--- src/hdl/rect_subtract_bands_macros.svh ---
// Assertion macros for the rectangle band splitter.
`ifndef RECT_SUBTRACT_BANDS_MACROS_SVH
`define RECT_SUBTRACT_BANDS_MACROS_SVH

`ifndef SYNTHESIS
`define RSB_ASSERT_SAME(label, ante, cons) \
  label: assert property (@(posedge clk) disable iff (!rst_n) (ante) |-> (cons)) \
    else $error("rsb assertion failed");
`define RSB_ASSERT_NEXT(label, ante, cons) \
  label: assert property (@(posedge clk) disable iff (!rst_n) (ante) |=> (cons)) \
    else $error("rsb assertion failed");
`else
`define RSB_ASSERT_SAME(label, ante, cons)
`define RSB_ASSERT_NEXT(label, ante, cons)
`endif

`endif

--- src/hdl/rsb_pkg.sv ---
package rsb_pkg;

  localparam int NUM_PIECES   = 4;
  localparam int PIECE_TOP    = 0;
  localparam int PIECE_LEFT   = 1;
  localparam int PIECE_RIGHT  = 2;
  localparam int PIECE_BOTTOM = 3;

  typedef logic [NUM_PIECES-1:0] piece_mask_t;

  typedef struct packed {
    logic        valid;
    piece_mask_t mask;
  } rsb_ctrl_t;

endpackage

--- src/hdl/rsb_bands.sv ---
module rsb_bands #(
  parameter int COORD_BITS = 16
) (
  input  logic                         clk,
  input  logic                         rst_n,
  input  logic                         in_valid,
  output logic                         in_ready,
  input  logic signed [COORD_BITS-1:0] base_left,
  input  logic signed [COORD_BITS-1:0] base_top,
  input  logic signed [COORD_BITS-1:0] base_right,
  input  logic signed [COORD_BITS-1:0] base_bottom,
  input  logic signed [COORD_BITS-1:0] cut_left,
  input  logic signed [COORD_BITS-1:0] cut_top,
  input  logic signed [COORD_BITS-1:0] cut_right,
  input  logic signed [COORD_BITS-1:0] cut_bottom,
  output rsb_pkg::rsb_ctrl_t           ctrl,
  input  logic                         out_ready,
  output logic signed [COORD_BITS-1:0] g_left,
  output logic signed [COORD_BITS-1:0] g_top,
  output logic signed [COORD_BITS-1:0] g_right,
  output logic signed [COORD_BITS-1:0] g_bottom,
  output logic signed [COORD_BITS-1:0] g_end1,
  output logic signed [COORD_BITS-1:0] g_end2,
  output logic signed [COORD_BITS-1:0] g_row1,
  output logic signed [COORD_BITS-1:0] g_row2,
  output logic signed [COORD_BITS-1:0] g_cut_l,
  output logic signed [COORD_BITS-1:0] g_cut_r
);

  localparam int CB = COORD_BITS;

  logic rdy_a, rdy_b, rdy_c;

  // stage A
  logic                 va_r;
  logic signed [CB-1:0] a_bl_r, a_bt_r, a_br_r, a_bb_r, a_cl_r, a_cr_r;
  logic signed [CB-1:0] a_end1_r, a_end2_r;
  logic                 a_top_hit_r, a_wide_r;

  // stage B
  logic                 vb_r;
  logic signed [CB-1:0] b_bl_r, b_bt_r, b_br_r, b_bb_r, b_end1_r, b_end2_r, b_row1_r;
  logic signed [CB-1:0] b_l_r, b_r_r;
  logic                 b_top_ok_r, b_left_pre_r, b_right_pre_r, b_wide_r;

  // stage C
  logic                 vc_r;
  logic signed [CB-1:0] c_bl_r, c_bt_r, c_br_r, c_bb_r, c_end1_r, c_end2_r;
  logic signed [CB-1:0] c_row1_r, c_row2_r, c_l_r, c_r_r;
  rsb_pkg::piece_mask_t c_mask_r;

  logic signed [CB-1:0] end1_a, end2_a, r_b, l_b;
  logic                 mid_hit_c, bot_c;

  assign rdy_c    = !vc_r || out_ready;
  assign rdy_b    = !vb_r || rdy_c;
  assign rdy_a    = !va_r || rdy_b;
  assign in_ready = rdy_a;

  assign end1_a = (cut_top < base_bottom) ? cut_top : base_bottom;
  assign end2_a = (cut_bottom < base_bottom) ? cut_bottom : base_bottom;

  always_ff @(posedge clk) begin
    if (!rst_n) begin
      va_r <= 1'b0;
    end else if (rdy_a) begin
      va_r <= in_valid;
    end
  end

  always_ff @(posedge clk) begin
    if (rdy_a && in_valid) begin
      a_bl_r      <= base_left;
      a_bt_r      <= base_top;
      a_br_r      <= base_right;
      a_bb_r      <= base_bottom;
      a_cl_r      <= cut_left;
      a_cr_r      <= cut_right;
      a_end1_r    <= end1_a;
      a_end2_r    <= end2_a;
      a_top_hit_r <= base_top < end1_a;
      a_wide_r    <= base_left < base_right;
    end
  end

  assign r_b = (a_cl_r < a_br_r) ? a_cl_r : a_br_r;
  assign l_b = (a_cr_r > a_bl_r) ? a_cr_r : a_bl_r;

  always_ff @(posedge clk) begin
    if (!rst_n) begin
      vb_r <= 1'b0;
    end else if (rdy_b) begin
      vb_r <= va_r;
    end
  end

  always_ff @(posedge clk) begin
    if (rdy_b && va_r) begin
      b_bl_r        <= a_bl_r;
      b_bt_r        <= a_bt_r;
      b_br_r        <= a_br_r;
      b_bb_r        <= a_bb_r;
      b_end1_r      <= a_end1_r;
      b_end2_r      <= a_end2_r;
      b_row1_r      <= a_top_hit_r ? a_end1_r : a_bt_r;
      b_l_r         <= l_b;
      b_r_r         <= r_b;
      b_top_ok_r    <= a_top_hit_r && a_wide_r;
      b_left_pre_r  <= a_wide_r && (a_bl_r < a_cl_r);
      b_right_pre_r <= a_wide_r && (a_cr_r < a_br_r);
      b_wide_r      <= a_wide_r;
    end
  end

  assign mid_hit_c = b_row1_r < b_end2_r;
  assign bot_c     = b_wide_r && (mid_hit_c ? (b_end2_r < b_bb_r) : (b_row1_r < b_bb_r));

  always_ff @(posedge clk) begin
    if (!rst_n) begin
      vc_r <= 1'b0;
    end else if (rdy_c) begin
      vc_r <= vb_r;
    end
  end

  always_ff @(posedge clk) begin
    if (rdy_c && vb_r) begin
      c_bl_r   <= b_bl_r;
      c_bt_r   <= b_bt_r;
      c_br_r   <= b_br_r;
      c_bb_r   <= b_bb_r;
      c_end1_r <= b_end1_r;
      c_end2_r <= b_end2_r;
      c_row1_r <= b_row1_r;
      c_row2_r <= mid_hit_c ? b_end2_r : b_row1_r;
      c_l_r    <= b_l_r;
      c_r_r    <= b_r_r;
      c_mask_r[rsb_pkg::PIECE_TOP]    <= b_top_ok_r;
      c_mask_r[rsb_pkg::PIECE_LEFT]   <= mid_hit_c && b_left_pre_r;
      c_mask_r[rsb_pkg::PIECE_RIGHT]  <= mid_hit_c && b_right_pre_r;
      c_mask_r[rsb_pkg::PIECE_BOTTOM] <= bot_c;
    end
  end

  assign ctrl.valid = vc_r;
  assign ctrl.mask  = c_mask_r;
  assign g_left     = c_bl_r;
  assign g_top      = c_bt_r;
  assign g_right    = c_br_r;
  assign g_bottom   = c_bb_r;
  assign g_end1     = c_end1_r;
  assign g_end2     = c_end2_r;
  assign g_row1     = c_row1_r;
  assign g_row2     = c_row2_r;
  assign g_cut_l    = c_l_r;
  assign g_cut_r    = c_r_r;

endmodule

--- src/hdl/rsb_emit.sv ---
module rsb_emit #(
  parameter int COORD_BITS = 16
) (
  input  logic                         clk,
  input  logic                         rst_n,
  input  rsb_pkg::rsb_ctrl_t           ctrl,
  output logic                         in_ready,
  input  logic signed [COORD_BITS-1:0] g_left,
  input  logic signed [COORD_BITS-1:0] g_top,
  input  logic signed [COORD_BITS-1:0] g_right,
  input  logic signed [COORD_BITS-1:0] g_bottom,
  input  logic signed [COORD_BITS-1:0] g_end1,
  input  logic signed [COORD_BITS-1:0] g_end2,
  input  logic signed [COORD_BITS-1:0] g_row1,
  input  logic signed [COORD_BITS-1:0] g_row2,
  input  logic signed [COORD_BITS-1:0] g_cut_l,
  input  logic signed [COORD_BITS-1:0] g_cut_r,
  output logic                         out_valid,
  input  logic                         out_ready,
  output logic signed [COORD_BITS-1:0] piece_left,
  output logic signed [COORD_BITS-1:0] piece_top,
  output logic signed [COORD_BITS-1:0] piece_right,
  output logic signed [COORD_BITS-1:0] piece_bottom,
  output logic                         piece_last
);

  localparam int CB = COORD_BITS;

  rsb_pkg::piece_mask_t mask_r, mask_nxt, sel, mask_rest;
  logic signed [CB-1:0] h_bl_r, h_bt_r, h_br_r, h_bb_r, h_end1_r, h_end2_r;
  logic signed [CB-1:0] h_row1_r, h_row2_r, h_l_r, h_r_r;
  logic                 load, take;

  logic                 ov_r, ov_nxt;
  logic signed [CB-1:0] ol_r, ot_r, or_r, ob_r;
  logic signed [CB-1:0] ol_nxt, ot_nxt, or_nxt, ob_nxt;
  logic                 olast_r;

  assign sel       = mask_r & (~mask_r + rsb_pkg::piece_mask_t'(1));
  assign mask_rest = mask_r & ~sel;
  assign load      = (|mask_r) && (!ov_r || out_ready);
  assign in_ready  = !(|mask_r) || (load && !(|mask_rest));
  assign take      = ctrl.valid && in_ready;

  always_comb begin
    if (take) begin
      mask_nxt = ctrl.mask;
    end else if (load) begin
      mask_nxt = mask_rest;
    end else begin
      mask_nxt = mask_r;
    end
  end

  always_comb begin
    ol_nxt = h_bl_r;
    ot_nxt = h_bt_r;
    or_nxt = h_br_r;
    ob_nxt = h_end1_r;
    if (sel[rsb_pkg::PIECE_LEFT]) begin
      ot_nxt = h_row1_r;
      or_nxt = h_r_r;
      ob_nxt = h_end2_r;
    end else if (sel[rsb_pkg::PIECE_RIGHT]) begin
      ol_nxt = h_l_r;
      ot_nxt = h_row1_r;
      ob_nxt = h_end2_r;
    end else if (sel[rsb_pkg::PIECE_BOTTOM]) begin
      ot_nxt = h_row2_r;
      ob_nxt = h_bb_r;
    end
  end

  always_comb begin
    if (load) begin
      ov_nxt = 1'b1;
    end else if (out_ready) begin
      ov_nxt = 1'b0;
    end else begin
      ov_nxt = ov_r;
    end
  end

  always_ff @(posedge clk) begin
    if (!rst_n) begin
      mask_r <= '0;
      ov_r   <= 1'b0;
    end else begin
      mask_r <= mask_nxt;
      ov_r   <= ov_nxt;
    end
  end

  always_ff @(posedge clk) begin
    if (take) begin
      h_bl_r   <= g_left;
      h_bt_r   <= g_top;
      h_br_r   <= g_right;
      h_bb_r   <= g_bottom;
      h_end1_r <= g_end1;
      h_end2_r <= g_end2;
      h_row1_r <= g_row1;
      h_row2_r <= g_row2;
      h_l_r    <= g_cut_l;
      h_r_r    <= g_cut_r;
    end
  end

  always_ff @(posedge clk) begin
    if (load) begin
      ol_r    <= ol_nxt;
      ot_r    <= ot_nxt;
      or_r    <= or_nxt;
      ob_r    <= ob_nxt;
      olast_r <= !(|mask_rest);
    end
  end

  assign out_valid    = ov_r;
  assign piece_left   = ol_r;
  assign piece_top    = ot_r;
  assign piece_right  = or_r;
  assign piece_bottom = ob_r;
  assign piece_last   = olast_r;

endmodule

--- src/hdl/rect_subtract_bands.sv ---
// Rectangle difference: base minus cut-out, as up to four band pieces.
// Input channel in_*: one transaction carries a base and a cut-out rectangle,
// half-open (left/top inclusive, right/bottom exclusive), signed coordinates.
// Output channel out_*: one transaction per non-empty piece, in the order top
// band, middle-left, middle-right, bottom band; out_tlast marks the last piece
// of an input. An input with an empty result produces no output transaction.
// Each input passes through three compare/select register stages, which feed a
// piece serializer that drives the output register one piece per cycle while
// the receiver accepts pieces.
// Throughput: one input per cycle when each input yields at most one piece and
// the receiver accepts pieces; an input with more pieces holds the serializer
// until its last piece loads, so the worst case is an input with all four pieces.
// The serializer takes the next input in the same cycle its last piece loads,
// so pieces of consecutive inputs stream without gaps.
// Reset (rst_n low, synchronous) empties the pipeline and the output register.
// When the receiver holds out_tready low, the output holds and the stall backs
// up stage by stage; bubbles still collapse, and in_tready drops only when
// every stage is full.
`include "rect_subtract_bands_macros.svh"

module rect_subtract_bands #(
  parameter int COORD_BITS = 16
) (
  input  logic                             clk,
  input  logic                             rst_n,
  input  logic                             in_tvalid,
  output logic                             in_tready,
  // base_left, base_top, base_right, base_bottom,
  // cut_left, cut_top, cut_right, cut_bottom
  input  logic [8*COORD_BITS-1:0]          in_tdata,
  output logic                             out_tvalid,
  input  logic                             out_tready,
  // piece_left, piece_top, piece_right, piece_bottom, zero fill
  output logic [((4*COORD_BITS+7)/8)*8-1:0] out_tdata,
  output logic                             out_tlast
);

  localparam int CB      = COORD_BITS;
  localparam int OUT_W   = ((4*COORD_BITS+7)/8)*8;
  localparam int OUT_PAD = OUT_W - 4*COORD_BITS;

  rsb_pkg::rsb_ctrl_t   ctrl;
  logic                 emit_ready;
  logic signed [CB-1:0] g_left, g_top, g_right, g_bottom, g_end1, g_end2;
  logic signed [CB-1:0] g_row1, g_row2, g_cut_l, g_cut_r;
  logic signed [CB-1:0] piece_left, piece_top, piece_right, piece_bottom;

  rsb_bands #(
    .COORD_BITS(COORD_BITS)
  ) u_bands (
    .clk        (clk),
    .rst_n      (rst_n),
    .in_valid   (in_tvalid),
    .in_ready   (in_tready),
    .base_left  (in_tdata[0*CB +: CB]),
    .base_top   (in_tdata[1*CB +: CB]),
    .base_right (in_tdata[2*CB +: CB]),
    .base_bottom(in_tdata[3*CB +: CB]),
    .cut_left   (in_tdata[4*CB +: CB]),
    .cut_top    (in_tdata[5*CB +: CB]),
    .cut_right  (in_tdata[6*CB +: CB]),
    .cut_bottom (in_tdata[7*CB +: CB]),
    .ctrl       (ctrl),
    .out_ready  (emit_ready),
    .g_left     (g_left),
    .g_top      (g_top),
    .g_right    (g_right),
    .g_bottom   (g_bottom),
    .g_end1     (g_end1),
    .g_end2     (g_end2),
    .g_row1     (g_row1),
    .g_row2     (g_row2),
    .g_cut_l    (g_cut_l),
    .g_cut_r    (g_cut_r)
  );

  rsb_emit #(
    .COORD_BITS(COORD_BITS)
  ) u_emit (
    .clk         (clk),
    .rst_n       (rst_n),
    .ctrl        (ctrl),
    .in_ready    (emit_ready),
    .g_left      (g_left),
    .g_top       (g_top),
    .g_right     (g_right),
    .g_bottom    (g_bottom),
    .g_end1      (g_end1),
    .g_end2      (g_end2),
    .g_row1      (g_row1),
    .g_row2      (g_row2),
    .g_cut_l     (g_cut_l),
    .g_cut_r     (g_cut_r),
    .out_valid   (out_tvalid),
    .out_ready   (out_tready),
    .piece_left  (piece_left),
    .piece_top   (piece_top),
    .piece_right (piece_right),
    .piece_bottom(piece_bottom),
    .piece_last  (out_tlast)
  );

  generate
    if (OUT_PAD > 0) begin : g_pad
      assign out_tdata = {{OUT_PAD{1'b0}}, piece_bottom, piece_right, piece_top, piece_left};
    end else begin : g_nopad
      assign out_tdata = {piece_bottom, piece_right, piece_top, piece_left};
    end
  endgenerate

  `RSB_ASSERT_SAME(a_pieces_need_wide_base, ctrl.valid && (|ctrl.mask), g_left < g_right)
  `RSB_ASSERT_NEXT(a_stalled_stage_holds, ctrl.valid && !emit_ready, ctrl.valid)
  `RSB_ASSERT_NEXT(a_pieces_stream_on, out_tvalid && out_tready && !out_tlast, out_tvalid)

endmodule
--- config.mk ---
export PLATFORM = sky130hd
export DESIGN_NAME = rect_subtract_bands
export DESIGN_NICKNAME = d
export VERILOG_FILES = /design/src/hdl/rsb_pkg.sv /design/src/hdl/rsb_bands.sv /design/src/hdl/rsb_emit.sv /design/src/hdl/rect_subtract_bands.sv
export VERILOG_INCLUDE_DIRS = /design/src /design/src/hdl
export SDC_FILE = /design/constraint.sdc
export NUM_CORES = 1
export LEC_CHECK = 0
export BUFFER_PORTS_ARGS = -buffer_cell sky130_fd_sc_hd__buf_4
export CORE_MARGIN = 4
export CORE_UTILIZATION = 37
export DETAILED_ROUTE_END_ITERATION = 10
export GPL_ROUTABILITY_DRIVEN = 0
export PLACE_DENSITY = 0.57
export SYNTH_ARGS = -nofsm -noshare
export SYNTH_HDL_FRONTEND = slang
export SYNTH_SLANG_ARGS = --single-unit
--- constraint.sdc ---
create_clock -name clk -period 25.1 [get_ports clk]
set_clock_uncertainty 0.2 [all_clocks]
set_input_delay 3.765 -clock clk [delete_from_list [all_inputs] [get_ports clk]]
set_output_delay 3.765 -clock clk [all_outputs]
set_load 0.05 [all_outputs]
* Yosys cells after proc, flatten, opt, wreduce, memory -nomap -nowiden
Cells that the tools add are included.
** Cells by class
- Reduce and logical (&&, ||, !) cells :: 27
- Magnitude comparators :: 11
- Bitwise operators :: 4
- $add $sub $neg :: 1
- Mux-type cells :: 20
** Operators with widths (number)
- $mux W16 :: 15
- $lt A16 B16 Y1 :: 10
- $gt A16 B16 Y1 :: 1
- $logic_and A1 B1 Y1 :: 12
- $and A4 B4 Y4 :: 2
- $mux W4 :: 2
- $not A4 Y4 :: 2
- $reduce_or A4 Y1 :: 2
- $logic_not A1 Y1 :: 6
- $logic_or A1 B1 Y1 :: 5
- $add A4 B1 Y4 const B :: 1
- $reduce_bool A2 Y1 :: 2
- $mux W1 :: 3
** Word-level totals
- Register bits after elaboration :: 675
- Output and inout port bits :: 67
- Word-level logic and storage cells :: 117

* Longest topological paths before layout
- Word-level depth :: 13
- Mapped depth :: 18
- Gate-level depth less buffers :: 17

* Hierarchy
From an unflattened synthesis, not the netlist that was laid out.
** Unflattened totals
- Cell total of the unflattened synthesis :: 1556
- Area total of the unflattened synthesis :: 27199.8 um^2
** Modules (own cells, without submodules)
- rsb_bands :: instances 1, cells an instance 1152, area an instance 19060.8 um^2
- rsb_emit :: instances 1, cells an instance 404, area an instance 8139.1 um^2

* Least setup slack after synthesis
Ideal clock, no wire load.
- Path type :: input port to flip-flop
- Start point :: in out_tready
- End point :: reg u_bands.c_mask_r[0], enable pin
- Arrival :: 11600 ps
- Cell stages on the path :: 6
- Required time :: 24190 ps
- Slack :: 12591 ps
- Setup time :: 710 ps
- Cells stage by stage :: nor2b_1 clkbuf_1 o21ai_0 a21oi_1 and2_1 nor2b_1
** Between the ends
- Word-level cells in the longest chain between the ends :: 6
** RTL lines
- from (decl) :: line rect_subtract_bands.sv:32 : input logic out_tready,
- $logic_or A1 B1 Y1 :: line rsb_emit.sv:41 : assign load = (|mask_r) && (!ov_r || out_ready);
- $logic_and A1 B1 Y1 :: line rsb_emit.sv:41
- $logic_and A1 B1 Y1 :: line rsb_emit.sv:42 : assign in_ready = !(|mask_r) || (load && !(|mask_rest));
- $logic_or A1 B1 Y1 :: line rsb_emit.sv:42
- $logic_or A1 B1 Y1 :: line rsb_bands.sv:55 : assign rdy_c = !vc_r || out_ready;
- $logic_and A1 B1 Y1 :: line rsb_bands.sv:127 : if (rdy_c && vb_r) begin
- to (signal, indexed assignment) :: line rsb_bands.sv:138 : c_mask_r[rsb_pkg::PIECE_TOP] <= b_top_ok_r;
- to (signal, indexed assignment) :: line rsb_bands.sv:139 : c_mask_r[rsb_pkg::PIECE_LEFT] <= mid_hit_c && b_left_pre_r;
- to (signal, indexed assignment) :: line rsb_bands.sv:140 : c_mask_r[rsb_pkg::PIECE_RIGHT] <= mid_hit_c && b_right_pre_r;
- to (decl) :: line rsb_bands.sv:50 : rsb_pkg::piece_mask_t c_mask_r;
Every way passes these cells.
A chain may end at the register's enable or synchronous reset.

* Final worst setup path
- Start point :: in out_tready
- End point :: out in_tready
** Between the ends
- Word-level cells in the longest chain between the ends :: 7
** RTL lines
- $logic_or A1 B1 Y1 :: line rsb_emit.sv:41
- $logic_and A1 B1 Y1 :: line rsb_emit.sv:41
- $logic_and A1 B1 Y1 :: line rsb_emit.sv:42
- $logic_or A1 B1 Y1 :: line rsb_emit.sv:42
- $logic_or A1 B1 Y1 :: line rsb_bands.sv:55
- $logic_or A1 B1 Y1 :: line rsb_bands.sv:56 : assign rdy_b = !vb_r || rdy_c;
- $logic_or A1 B1 Y1 :: line rsb_bands.sv:57 : assign rdy_a = !va_r || rdy_b;
- to (decl) :: line rect_subtract_bands.sv:27 : output logic in_tready,
Every way passes these cells.

==> impl_results.html <==
<table>
<tr><th>Metric</th><th>Value</th></tr>
<tr><th colspan="2">Status</th></tr>
<tr><td>Status</td><td>finished clean</td></tr>
<tr><th colspan="2">Power</th></tr>
<tr><td>Worst IR Drop VDD</td><td>0.0422 mV</td></tr>
<tr><td>Leakage</td><td>11.9 nW</td></tr>
<tr><td>Total power per unit cell area</td><td>80.5 nW/um2</td></tr>
<tr><th colspan="2">Setup path</th></tr>
<tr><td>Cell breakdown of the critical path</td><td>buf_4, nor2b_1, o21ai_0, a21oi_1, and3_1, nand2_1, buf_4</td></tr>
<tr><td>CP bufs+invs</td><td>2</td></tr>
<tr><td>Element type at the critical path start</td><td>input port</td></tr>
<tr><td>Critical Path Max Stage Delay</td><td>450 ps</td></tr>
<tr><td>Path type of the worst setup path</td><td>input port to output pin</td></tr>
<tr><td>Cell occurring most often along the worst timing path</td><td>buf_4</td></tr>
<tr><td>Worst path arrival time</td><td>5520 ps</td></tr>
<tr><td>CP required</td><td>21,130 ps</td></tr>
<tr><td>Master of the slowest instance on the critical path</td><td>nor2b_1</td></tr>
<tr><td>Crit path capture type</td><td>output pin</td></tr>
<tr><td>Worst-path maximum fanout</td><td>8</td></tr>
<tr><td>Family of cells with the greatest summed delay on the critical path</td><td>simple AND/OR/NAND/NOR gates</td></tr>
<tr><td>Worst reg2reg setup slack</td><td>21,170 ps</td></tr>
<tr><th colspan="2">Logic synthesis</th></tr>
<tr><td>Parity-gate share of the synthesized area counting xor and xnor cells</td><td>0.0610%</td></tr>
<tr><td>Post-synthesis sequential element count</td><td>675</td></tr>
<tr><td>Asr flop ratio synth</td><td>0%</td></tr>
<tr><td>Mux cell area share after synthesis</td><td>5.43%</td></tr>
<tr><td>Compound-cell area share of the yosys netlist</td><td>5.55%</td></tr>
<tr><td>Number of distinct library cell variants in the gate-level netlist after synthesis</td><td>60</td></tr>
<tr><td>Synth Area per Inst</td><td>17.4 um2</td></tr>
<tr><td>Synth Warn #</td><td>0</td></tr>
<tr><td>Post-synth EDFFs</td><td>667</td></tr>
<tr><td>Dominant combinational cell family by area after synthesis</td><td>adder cells</td></tr>
<tr><td>Syn Std Cell Area</td><td>26,700 um2</td></tr>
<tr><td>Main flop type after synthesis</td><td>edfxtp_1</td></tr>
<tr><td>Part of the Yosys area used for sequential elements</td><td>75.8%</td></tr>
<tr><td>Adder-cell share of the synthesized area</td><td>7.83%</td></tr>
<tr><td>Synthesized netlist cell count</td><td>1,536</td></tr>
<tr><td>Simple-gate portion of the synthesized area</td><td>3.27%</td></tr>
<tr><td>Nets in the synthesized netlist</td><td>1,834</td></tr>
<tr><th colspan="2">Timing</th></tr>
<tr><td>Worst hold slack</td><td>196 ps</td></tr>
<tr><td>Highest clock rate</td><td>105 MHz</td></tr>
<tr><td>Final clock period utilization by the worst path</td><td>37.8%</td></tr>
<tr><td>Setup violators final</td><td>0</td></tr>
<tr><td>Time the worst path needs with I/O delays and setup</td><td>9480 ps</td></tr>
<tr><td>Least-Margin Pin Slew</td><td>1060 ps</td></tr>
<tr><td>Final-layout setup total negative slack</td><td>0 ps</td></tr>
<tr><td>Slew margin rel.</td><td>29.3%</td></tr>
<tr><td>Max Transition Viols Final</td><td>0</td></tr>
<tr><td>Fin. Hold Viols</td><td>0</td></tr>
<tr><td>RSZ-0062 raised after global routing</td><td>no</td></tr>
<tr><td>Post-route worst setup slack</td><td>15,620 ps</td></tr>
<tr><th colspan="2">Clock network</th></tr>
<tr><td>Post-CTS setup buffer count</td><td>0</td></tr>
<tr><td>Resized Gates After CTS</td><td>0</td></tr>
<tr><td>TritonCTS buffer count</td><td>70</td></tr>
<tr><td>Number of levels the H-tree was split into</td><td>3</td></tr>
<tr><td>Deepest clock path buffer count</td><td>3</td></tr>
<tr><td>Clock sink count</td><td>675</td></tr>
<tr><td>Clock-pin slew on the worst setup and hold paths</td><td>60 ps</td></tr>
<tr><td>Clock root cell</td><td>clkbuf_16</td></tr>
<tr><td>CTS tree</td><td>built</td></tr>
<tr><td>Hold buffer count at CTS</td><td>0</td></tr>
<tr><td>Clock Latency Late Sink</td><td>590 ps</td></tr>
<tr><th colspan="2">Routing</th></tr>
<tr><td>Number of search-and-repair iterations in the first detailed-routing pass</td><td>5</td></tr>
<tr><td>Routed vias/inst</td><td>4.75</td></tr>
<tr><td>Detail Route Antenna Nets</td><td>0</td></tr>
<tr><td>Routed WL per cell</td><td>19.8 um</td></tr>
<tr><td>DRC errors left</td><td>0</td></tr>
<tr><td>Final wirelength</td><td>55,600 um</td></tr>
<tr><td>Violation count after the first detailed-route iteration</td><td>776</td></tr>
<tr><td>Via count of the routed design</td><td>13.4k</td></tr>
<tr><th colspan="2">Finish</th></tr>
<tr><td>Final net count</td><td>2,095</td></tr>
<tr><td>Most frequent standard cell in the layout excluding fill and tap cells</td><td>edfxtp_1</td></tr>
<tr><td>Fraction of layout cells with a size suffix above 1</td><td>22.3%</td></tr>
<tr><td>Leading cell types in the layout, fill and taps excluded</td><td>edfxtp_1 (667), buf_4 (215), ha_1 (166)</td></tr>
<tr><td>Utilization after layout</td><td>44.5%</td></tr>
<tr><td>Layout overhead on the synthesized area</td><td>19.5%</td></tr>
<tr><th colspan="2">Worst hold path</th></tr>
<tr><td>Min-delay worst type</td><td>flip-flop to flip-flop</td></tr>
<tr><th colspan="2">Global route</th></tr>
<tr><td>First-pass GRT wire length</td><td>84,500 um</td></tr>
<tr><td>Antenna violations before repair</td><td>23</td></tr>
<tr><td>Global Route Usage Sum</td><td>14.4%</td></tr>
<tr><td>Aggregate global routing overflow</td><td>0</td></tr>
<tr><td>Largest net degree at the start of global routing</td><td>81</td></tr>
<tr><td>Vias in the first global route</td><td>14.1k</td></tr>
<tr><th colspan="2">Die</th></tr>
<tr><td>Top-level I/O count</td><td>199</td></tr>
<tr><td>Die area</td><td>76,400 um2</td></tr>
<tr><td>Effective utilization at floorplan</td><td>37.3%</td></tr>
<tr><td>Cell Rows</td><td>98</td></tr>
<tr><td>Width of the die</td><td>276 um</td></tr>
<tr><td>Die extent in y</td><td>276 um</td></tr>
<tr><td>Core outline area</td><td>71,500 um2</td></tr>
<tr><th colspan="2">Placement</th></tr>
<tr><td>Pre-CTS setup slack</td><td>15,610 ps</td></tr>
<tr><td>Port Buffers</td><td>198</td></tr>
<tr><td>HPWL after detailed placement</td><td>39,800 um</td></tr>
<tr><th colspan="2">Job</th></tr>
<tr><td>Count of max-cap constraint violations</td><td>0</td></tr>
</table>
-- report_power, final --
part           switching (mW)  leakage (nW)  internal [mW]  total, mW
logic                   0.110          4.41         0.0799      0.190
clock network           0.424          1.16          0.639       1.06
registers              0.0236          6.29           1.29       1.31
total                   0.558          11.9           2.00       2.56
-- area by class of cell --
| class | count | area, um2 |
|---|---|---|
| antenna | 13 | 32.5 |
| clock buffer | 85 | 1910 |
| clock inverter | 42 | 458 |
| fill | 6211 | 39600 |
| inverter | 120 | 450 |
| multi-input combinational | 715 | 5990 |
| sequential | 675 | 20200 |
| tap | 950 | 1190 |
| timing repair buffer | 215 | 1610 |
-- worst paths after layout --
kind,from,end,depth (start not counted)
max,out_tready,in_tready,7
min,u_bands.b_end1_r[14],u_bands.g_end1[14],0
max reg2reg,u_emit.mask_r[0],u_bands.b_bb_r[12],7
min reg2reg,u_bands.b_end1_r[14],u_bands.g_end1[14],0
-- worst reg2reg max path, cell delays in order, from the launching register on --
cell and delay [ps]:
dfxtp_1 370, or3_1 520, o21ai_0 120, a21oi_1 150, and3_1 300, nor2b_4 130, buf_4 720, buf_4 960
-- routing by layer --
layer	GRT usage [%]	share of wire [%]
met1	18.8	44
met5	0	0.19
met3	4.23	6.1
met4	5.13	2.1
met2	23.1	47
-- cell families (layout without fill, tap and decap cells) --
family	after synthesis	after routing
simple gates	175	175
xor+xnor	1	1
mux	134	134
flops	675	675
other cells	0	13
compound gates	238	238
fa+ha+maj	167	167
buf+inv	146	462
-- per-stage QoR --
stage	power, mW	area (um2)	instances
4_1_cts	2.59	31800	2802
2_1_floorplan	1.45	26700	1536
6_report	2.56	31800	2815
3_3_place_gp	1.52	29400	2675
5_1_grt	2.67	31800	2808
3_5_place_dp	1.52	29400	2675
-- Yosys cell counts, drive strengths merged (9+ instances only) --
| master | number | area [um2] |
|---|---|---|
| ha | 166 | 2080 |
| nor2 | 63 | 236 |
| edfxtp | 667 | 20000 |
| mux2i | 50 | 500 |
| nor2b | 19 | 119 |
| buf | 10 | 50.1 |
| o21ai | 55 | 275 |
| nand4 | 19 | 119 |
| a21o | 36 | 270 |
| clkbuf | 16 | 60.1 |
| nand2b | 9 | 56.3 |
| mux2 | 84 | 946 |
| nand2 | 36 | 135 |
| inv | 120 | 450 |
| o21a | 10 | 75.1 |
| a21oi | 84 | 420 |
Power figures use the tool's default switching activity.
